[src/gdrf_pkg.sv]
package gdrf_pkg;

  localparam int CacheEntriesDef = 32;

  localparam logic [31:0] ImmunityRst = 32'd500;
  localparam logic [7:0]  MaxEchoesRst = 8'd3;
  localparam logic [6:0]  ProbBaseRst = 7'd100;
  localparam logic [6:0]  ProbDecayRst = 7'd50;

  // Register indexes on the configuration port.
  localparam logic [1:0] RegImmunity = 2'd0;
  localparam logic [1:0] RegMaxEchoes = 2'd1;
  localparam logic [1:0] RegProbBase = 2'd2;
  localparam logic [1:0] RegProbDecay = 2'd3;

  // Request codes.
  localparam logic ReqRecord = 1'b0;
  localparam logic ReqQuery = 1'b1;

  // One cache entry as it moves through the row of cells.
  typedef struct packed {
    logic        valid;
    logic [31:0] hash;
    logic [31:0] tstamp;
    logic [7:0]  count;
    logic        relayed;
  } entry_t;

  // Write-back command broadcast from the controller to every cell.
  typedef struct packed {
    logic        wr;
    logic [31:0] hash;
    logic [31:0] tstamp;
    logic [7:0]  count;
    logic        relayed;
  } wb_t;

endpackage

[src/gdrf_cell.sv]
// One cache slot. It compares its entry with the word hash broadcast to every
// cell, and hands the search result to its right-hand neighbor.
module gdrf_cell import gdrf_pkg::*; #(
  parameter int IdxW = 5,
  parameter logic [IdxW-1:0] MyIdx = '0
) (
  input  logic            clk,
  input  logic            rst_n,
  input  logic [31:0]     key,
  input  logic            found_in,
  input  logic [IdxW-1:0] idx_in,
  input  entry_t          ent_in,
  input  wb_t             wb,
  input  logic [IdxW-1:0] wb_idx,
  output logic            found_out,
  output logic [IdxW-1:0] idx_out,
  output entry_t          ent_out
);

  entry_t ent_r;
  logic   match;

  // Valid bit needs a reset; payload does not, but is kept in one struct.
  always_ff @(posedge clk) begin
    if (!rst_n) begin
      ent_r <= '0;
    end else if (wb.wr && wb_idx == MyIdx) begin
      ent_r <= '{valid: 1'b1, hash: wb.hash, tstamp: wb.tstamp,
                 count: wb.count, relayed: wb.relayed};
    end
  end

  // Lowest matching index wins: a find upstream passes through unchanged.
  assign match     = ent_r.valid && ent_r.hash == key;
  assign found_out = found_in || match;
  assign idx_out   = found_in ? idx_in : MyIdx;
  assign ent_out   = found_in ? ent_in : ent_r;

endmodule

[config.mk]
export PLATFORM = sky130hd
export DESIGN_NAME = gdrf_cell
export DESIGN_NICKNAME = d
export VERILOG_FILES = /design/src/gdrf_pkg.sv /design/src/gdrf_cell.sv
export SDC_FILE = /design/constraint.sdc
export NUM_CORES = 1
export LEC_CHECK = 0
export BUFFER_PORTS_ARGS = -buffer_cell sky130_fd_sc_hd__buf_2
export CAP_MARGIN = 20
export CELL_PAD_IN_SITES_DETAIL_PLACEMENT = 1
export CELL_PAD_IN_SITES_GLOBAL_PLACEMENT = 1
export CORE_MARGIN = 2
export CORE_UTILIZATION = 31
export CTS_BUF_LIST = sky130_fd_sc_hd__clkbuf_16
export CTS_CLUSTER_SIZE = 12
export DETAILED_ROUTE_END_ITERATION = 16
export GPL_TIMING_DRIVEN = 0
export PLACE_DENSITY = 0.8
export SYNTH_ARGS = -nofsm -noshare
export SYNTH_HDL_FRONTEND = slang
export SYNTH_SLANG_ARGS = --single-unit
[constraint.sdc]
create_clock -name clk -period 1.55 [get_ports clk]
set_input_delay 0.31 -clock clk [delete_from_list [all_inputs] [get_ports clk]]
set_output_delay 0.31 -clock clk [all_outputs]
set_load 0.1 [all_outputs]
==> results.py, run 1 <==
metrics = {
    "cts": {
        "cts_buffer_depth": 2,
        "cts_buffers": 9,
        "cts_tree": "yes",
        "cts-root-buf": "clkbuf_16",
        "htree_levels": 3,
        "clock_latency_ns": 0.32,
        "cts.sinks": 74,
        "cts.clk_slew.worst_paths_ns": 0.06,
    },
    "place": {
        "io_buffer_count": 270,
        "gp_congestion": 0.735,
        "dpl-instance-area_um2": 6080,
        "pre_cts_slack_ns": -0.688,
        "dp_hpwl_mm": 12.5,
    },
    "final_layout": {
        "finalNetCount": 931,
        "reg_top3": "ent_r x74",
        "synthToLayoutAreaGrowth_pct": 60.4,
        "regArea_um2": 1510,
        "multi_input_comb_area_um2": 2880,
        "largest-register": "ent_r",
        "fillers": 1591,
        "drive_above_1_share": 0.720,
        "largest_reg_flops": 74,
        "n_antenna_cell": 0,
        "final_area_um2": 7140,
    },
    "routing": {
        "first_iter_violations": 150,
        "vias_per_cell": 4.73,
        "wl_per_cell_um": 18.0,
        "drc": 0,
        "ant_nets": 0,
        "detail_route.first_pass.iterations": 4,
        "drt_wl_total_mm": 16.6,
        "vias": 4364,
    },
    "synthesis": {
        "synth_top_area_frac": 0.333,
        "synth_area_per_cell_um2": 9.83,
        "ys_warn_count": 0,
        "synth_nets": 646,
        "synth-seq-area-share": 0.333,
        "ys_ff_latch": 74,
        "yosys.cell_types.count": 23,
        "synth_area_um2": 4450,
        "synth_area_leaders": "dfxtp_1, mux2_2, a21boi_2",
        "synth_largest_area_cell": "dfxtp_1",
        "synth_cells": 453,
    },
    "sta": {
        "min_period_ns": 2.04,
        "timing.fmax_mhz": 489,
        "timing.final.crit_share": 1.32,
        "finalHoldViolCount": 0,
        "setup_viol_count_final": 3,
        "max_slew_margin": 0.645,
        "worst_pin_slew_ns": 0.533,
        "clock_skew_ns": 0,
        "fin_tns_setup_ns": -0.500,
        "hold_slack_ns": 0.210,
        "layout_setup_ws_ns": -0.494,
        "rsz0062_at_grt": "yes",
        "slew_violations": 0,
    },
    "pwr": {
        "seq_power_share": 0.333,
        "clockPowerShare": 0.346,
        "switching_share": 0.345,
        "p_total_uw": 5780,
        "ir_worst_vdd_mv": 0.487,
        "p_per_area_nw_per_um2": 810,
        "intPower_uw": 3790,
        "leakage_uw": 0.00302,
        "power_switching_uw": 2000,
        "p_comb_frac": 0.321,
    },
    "global_routing": {
        "grt_overflow": 0,
        "grt_max_degree": 12,
        "track_usage": 0.209,
        "grt_antenna_before_repair": 1,
        "grt_pass1_wl_mm": 24.4,
        "grt_pass1_vias": 4786,
    },
    "setup_path": {
        "start_kind": "flip-flop",
        "critPathArrivalTime_ns": 1.73,
        "r2r_slack_ns": 0.81,
        "critical_path_class": "reg2out",
        "endpoint_kind": "output port",
        "cp_max_fo": 3,
        "crit_required_ns": 1.24,
    },
    "job": {
        "maxCapViolCount": 0,
    },
    "status": {
        "violations": "negative setup slack",
        "status": "complete, but fails checks",
    },
    "floorplan": {
        "core_area_um2": 13900,
        "die_area_um2": 15300,
        "placementRows": 43,
        "fp.dieW_um": 124,
        "die_h_um": 124,
        "io_pins": 273,
        "start_util": 0.320,
    },
    "min_path": {
        "hp-class": "in2reg",
    },
}
[metrics by stage]
step                utilization  instances
CTS                       0.506        922
detailed placement        0.437        903
finish                    0.513        923
global route              0.513        923
global placement          0.437        903
floorplan                     -        453
[power by group through the flow]
stage                     Clock [µW]  Combinational, µW  Sequential, µW
final                           2000               1860            1930
after global routing            2150               1930            1930
after CTS                       2070               1830            1920
after detailed placement           0               1620            1970
after global placement             0               1600            1970
after floorplan                    0               1200            1970
[path summary, 6_finish.rpt]
path,start,end,cells past startpoint
worst max register to register,ent_r[61],ent_r[61],2
worst min register to register,ent_r[29],ent_r[29],2
worst min-delay path,wb[55],ent_r[55],3
worst max-delay path,ent_r[66],found_out,5
[repair_timing]
| action | 4_1_cts | 5_1_grt |
|---|---|---|
| gates resized for setup | 202 | 19 |
| hold buffers | 0 | 0 |
| setup buffers | 4 | 2 |
| setup endpoints to repair | 84 | 44 |
| pin swaps | 13 | 8 |
[cell usage after synthesis, drive strengths merged]
cell / instances
a31o: 1
nor4: 3
and3b: 1
mux2: 74
nor3: 1
buf: 15
and2: 5
and3: 1
nand3b: 1
clkbuf: 18
nand4: 6
nand2: 146
xnor2: 28
dfxtp: 74
nand3: 1
o21a: 1
a21boi: 73
xor2: 4
[layout by cell type (no fill, tap or decap)]
| cell | Yosys | layout |
|---|---|---|
| dfxtp_2 | 0 | 13 |
| inv_1 | 0 | 4 |
| a21boi_1 | 13 | 13 |
| xor2_1 | 4 | 4 |
| mux2_4 | 0 | 7 |
| buf_12 | 6 | 11 |
| nor3_1 | 1 | 1 |
| and2_4 | 0 | 5 |
| buf_2 | 8 | 191 |
| bufinv_16 | 0 | 1 |
| o21a_1 | 1 | 1 |
| buf_8 | 1 | 5 |
| buf_4 | 0 | 7 |
| dfxtp_1 | 74 | 59 |
| a31o_4 | 0 | 1 |
| mux2_2 | 74 | 67 |
| xnor2_1 | 28 | 15 |
| buf_6 | 0 | 77 |
| nor4_1 | 2 | 1 |
| nand3b_1 | 1 | 1 |
| nand2_2 | 60 | 60 |
| clkbuf_16 | 0 | 10 |
| a21boi_2 | 60 | 60 |
| nand3_1 | 1 | 1 |
| nand2_1 | 86 | 86 |
| nand4_1 | 6 | 6 |
| and3b_2 | 1 | 1 |
| nor4_2 | 1 | 2 |
| dfxtp_4 | 0 | 2 |
| xnor2_2 | 0 | 13 |
| clkinv_2 | 0 | 2 |
| and3_1 | 1 | 1 |
| clkbuf_1 | 18 | 15 |
[final cells by class]
class,instances,share of cell area
Clock buffer,9,0.0315
Timing Repair Buffer,275,0.269
Tap cell,180,0.0315
Buffer,32,0.0464
Sequential cell,74,0.211
Clock inverter,7,0.00771
Multi-Input combinational cell,346,0.403
[logic make-up (layout without fill, tap and decap cells)]
logic type	count (synthesis)	in the layout	share of synthesized area
buf+inv	33	323	0.0545
flops	74	74	0.333
mux	74	74	0.187
compound gates	75	75	0.177
xor+xnor	32	32	0.0629
simple gates	165	165	0.185
[per-layer routing]
metal / vias up / share of wire / routed length (µm) / GRT usage
li1: 2090 / - / - / -
met1: 2067 / 0.37 / 6100 / 0.216
met2: 187 / 0.54 / 8960 / 0.411
met3: 18 / 0.077 / 1270 / 0.0586
met4: 2 / 0.015 / 244 / 0.0469
met5: - / 0.00084 / 14 / 0
[worst max-delay path: stages (launching register included)]
cell	delay, ns
dfxtp_2	0.34
xnor2_2	0.20
nand4_1	0.15
nor4_2	0.34
a31o_4	0.21
buf_12	0.16
(Power assumes the default switching activity.)
==> run 2, diff against run 1 <==
RECOVER_POWER = 100   (was not set)
==> results.py, run 2 (synthesis results as in run 1) <==
metrics = {
    "status": {
        "status": "complete, but fails checks",
        "violations": "negative setup slack",
    },
    "final_layout": {
        "final_cell_mix": "buf_2, nand2_1, buf_6",
        "drive_above_1_share": 0.697,
        "layout.cells.non_filler": 923,
        "reg_top3": "ent_r x74",
        "final_area_um2": 7090,
        "multi_input_comb_area_um2": 2870,
        "largest-register": "ent_r",
        "finalNetCount": 931,
        "fillers": 1600,
        "layout.cells.most_common": "buf_2",
        "synthToLayoutAreaGrowth_pct": 59.2,
        "regArea_um2": 1510,
        "n_antenna_cell": 0,
        "largest_reg_flops": 74,
    },
    "cts": {
        "cts.clk_slew.worst_paths_ns": 0.06,
        "clock_latency_ns": 0.32,
        "cts_hold_buffers": 0,
        "cts_tree": "yes",
        "cts.sinks": 74,
        "cts_buffer_depth": 2,
        "cts-root-buf": "clkbuf_16",
        "cts_buffers": 9,
        "htree_levels": 3,
    },
    "routing": {
        "drt_wl_total_mm": 16.6,
        "vias_per_cell": 4.73,
        "wl_per_cell_um": 18.0,
        "vias": 4364,
        "ant_nets": 0,
        "first_iter_violations": 143,
        "detail_route.first_pass.iterations": 4,
        "drc": 0,
    },
    "place": {
        "gp_congestion": 0.735,
        "dp_cells": 903,
        "dpl-instance-area_um2": 6080,
        "pre_cts_slack_ns": -0.688,
        "dp_hpwl_mm": 12.5,
        "io_buffer_count": 270,
    },
    "global_routing": {
        "grt_overflow": 0,
        "grt_pass1_vias": 4786,
        "track_usage": 0.209,
        "grt_max_degree": 12,
        "grt_antenna_before_repair": 1,
        "grt_pass1_wl_mm": 24.4,
    },
    "setup_path": {
        "startpoint": "ent_r[66]",
        "critPathArrivalTime_ns": 1.74,
        "cp_max_fo": 3,
        "r2r-start": "ent_r[70]",
        "reg2regPathDepth": 2,
        "start_kind": "flip-flop",
        "r2r-end": "ent_r[70]",
        "r2r_slack_ns": 0.81,
        "crit_required_ns": 1.24,
        "endpoint_kind": "output port",
        "critical_path_class": "reg2out",
    },
    "sta": {
        "timing.final.crit_share": 1.32,
        "timing.fmax_mhz": 489,
        "hold_slack_ns": 0.208,
        "min_period_ns": 2.05,
        "layout_setup_ws_ns": -0.496,
        "slew_violations": 0,
        "setup_viol_count_final": 63,
        "rsz0062_at_grt": "yes",
        "clock_skew_ns": 0,
        "max_slew_margin": 0.632,
        "worst_pin_slew_ns": 0.552,
        "finalHoldViolCount": 0,
    },
    "job": {
        "maxCapViolCount": 0,
    },
    "pwr": {
        "leakage_uw": 0.00301,
        "seq_power_share": 0.334,
        "clockPowerShare": 0.348,
        "intPower_uw": 3770,
        "ir_worst_vdd_mv": 0.488,
        "power_switching_uw": 2000,
        "p_per_area_nw_per_um2": 814,
        "switching_share": 0.347,
        "p_comb_frac": 0.318,
    },
    "min_path": {
        "hp-start": "wb[55]",
        "min_path_cells": 3,
        "min_to": "ent_r[55]",
        "hp-class": "in2reg",
    },
    "floorplan": {
        "placementRows": 43,
        "core_area_um2": 13900,
        "fp.dieW_um": 124,
        "die_area_um2": 15300,
        "start_util": 0.320,
        "die_h_um": 124,
        "io_pins": 273,
    },
}
==> run 2: layout make-up <==
cell class,instances,share of cell area
Multi-Input combinational cell,346,0.405
Timing Repair Buffer,275,0.271
Sequential cell,74,0.212
Buffer,32,0.0404
Clock buffer,9,0.0318
Tap cell,180,0.0318
Clock inverter,7,0.00776
==> run 2: power groups by stage <==
stage | Clock [µW] | Combinational [µW] | Sequential [µW]
after floorplan | 0 | 1200 | 1970
final | 2010 | 1840 | 1930
after global routing | 2150 | 1910 | 1930
after CTS | 2070 | 1830 | 1920
after detailed placement | 0 | 1620 | 1970
after global placement | 0 | 1600 | 1970
==> run 2: repair_timing <==
action                     in CTS  in global routing
gates resized for setup       202                 19
buffers inserted                4                  2
pin swaps                      13                  8
setup endpoints to repair      84                 44
==> run 2: worst max-delay path by stage <==
stage | endpoint | slack (ns) | depth (start not counted)
after floorplan | ent_out[0] | -0.05 | 3
after global placement | ent_out[68] | -0.72 | 4
after detailed placement | ent_out[68] | -0.69 | 4
after CTS | found_out | -0.43 | 5
after global routing | found_out | -0.63 | 5
final | found_out | -0.50 | 5
==> run 2: routing by layer <==
layer  vias to the layer above  wire length [µm]  track usage
li1                       2089                 -            -
met1                      2060              6110        0.216
met2                       195              8910        0.411
met3                        18              1310       0.0586
met4                         2               244       0.0469
met5                         -                14            0
==> run 2: stage by stage <==
| stage | power (µW) | setup TNS [ns] | utilization |
|---|---|---|---|
| after floorplan | 3170 | -3.54 | - |
| after global placement | 3570 | -67.62 | 0.437 |
| after detailed placement | 3590 | -68.52 | 0.437 |
| after CTS | 5820 | -0.520 | 0.506 |
| after global routing | 5990 | -13.47 | 0.509 |
| final | 5770 | -6.71 | 0.509 |
==> run 2: critical path: stages (launching register included) <==
cell	delay (ns)
dfxtp_2	0.34
xnor2_2	0.20
nand4_1	0.15
nor4_2	0.34
a31o_4	0.21
buf_12	0.16
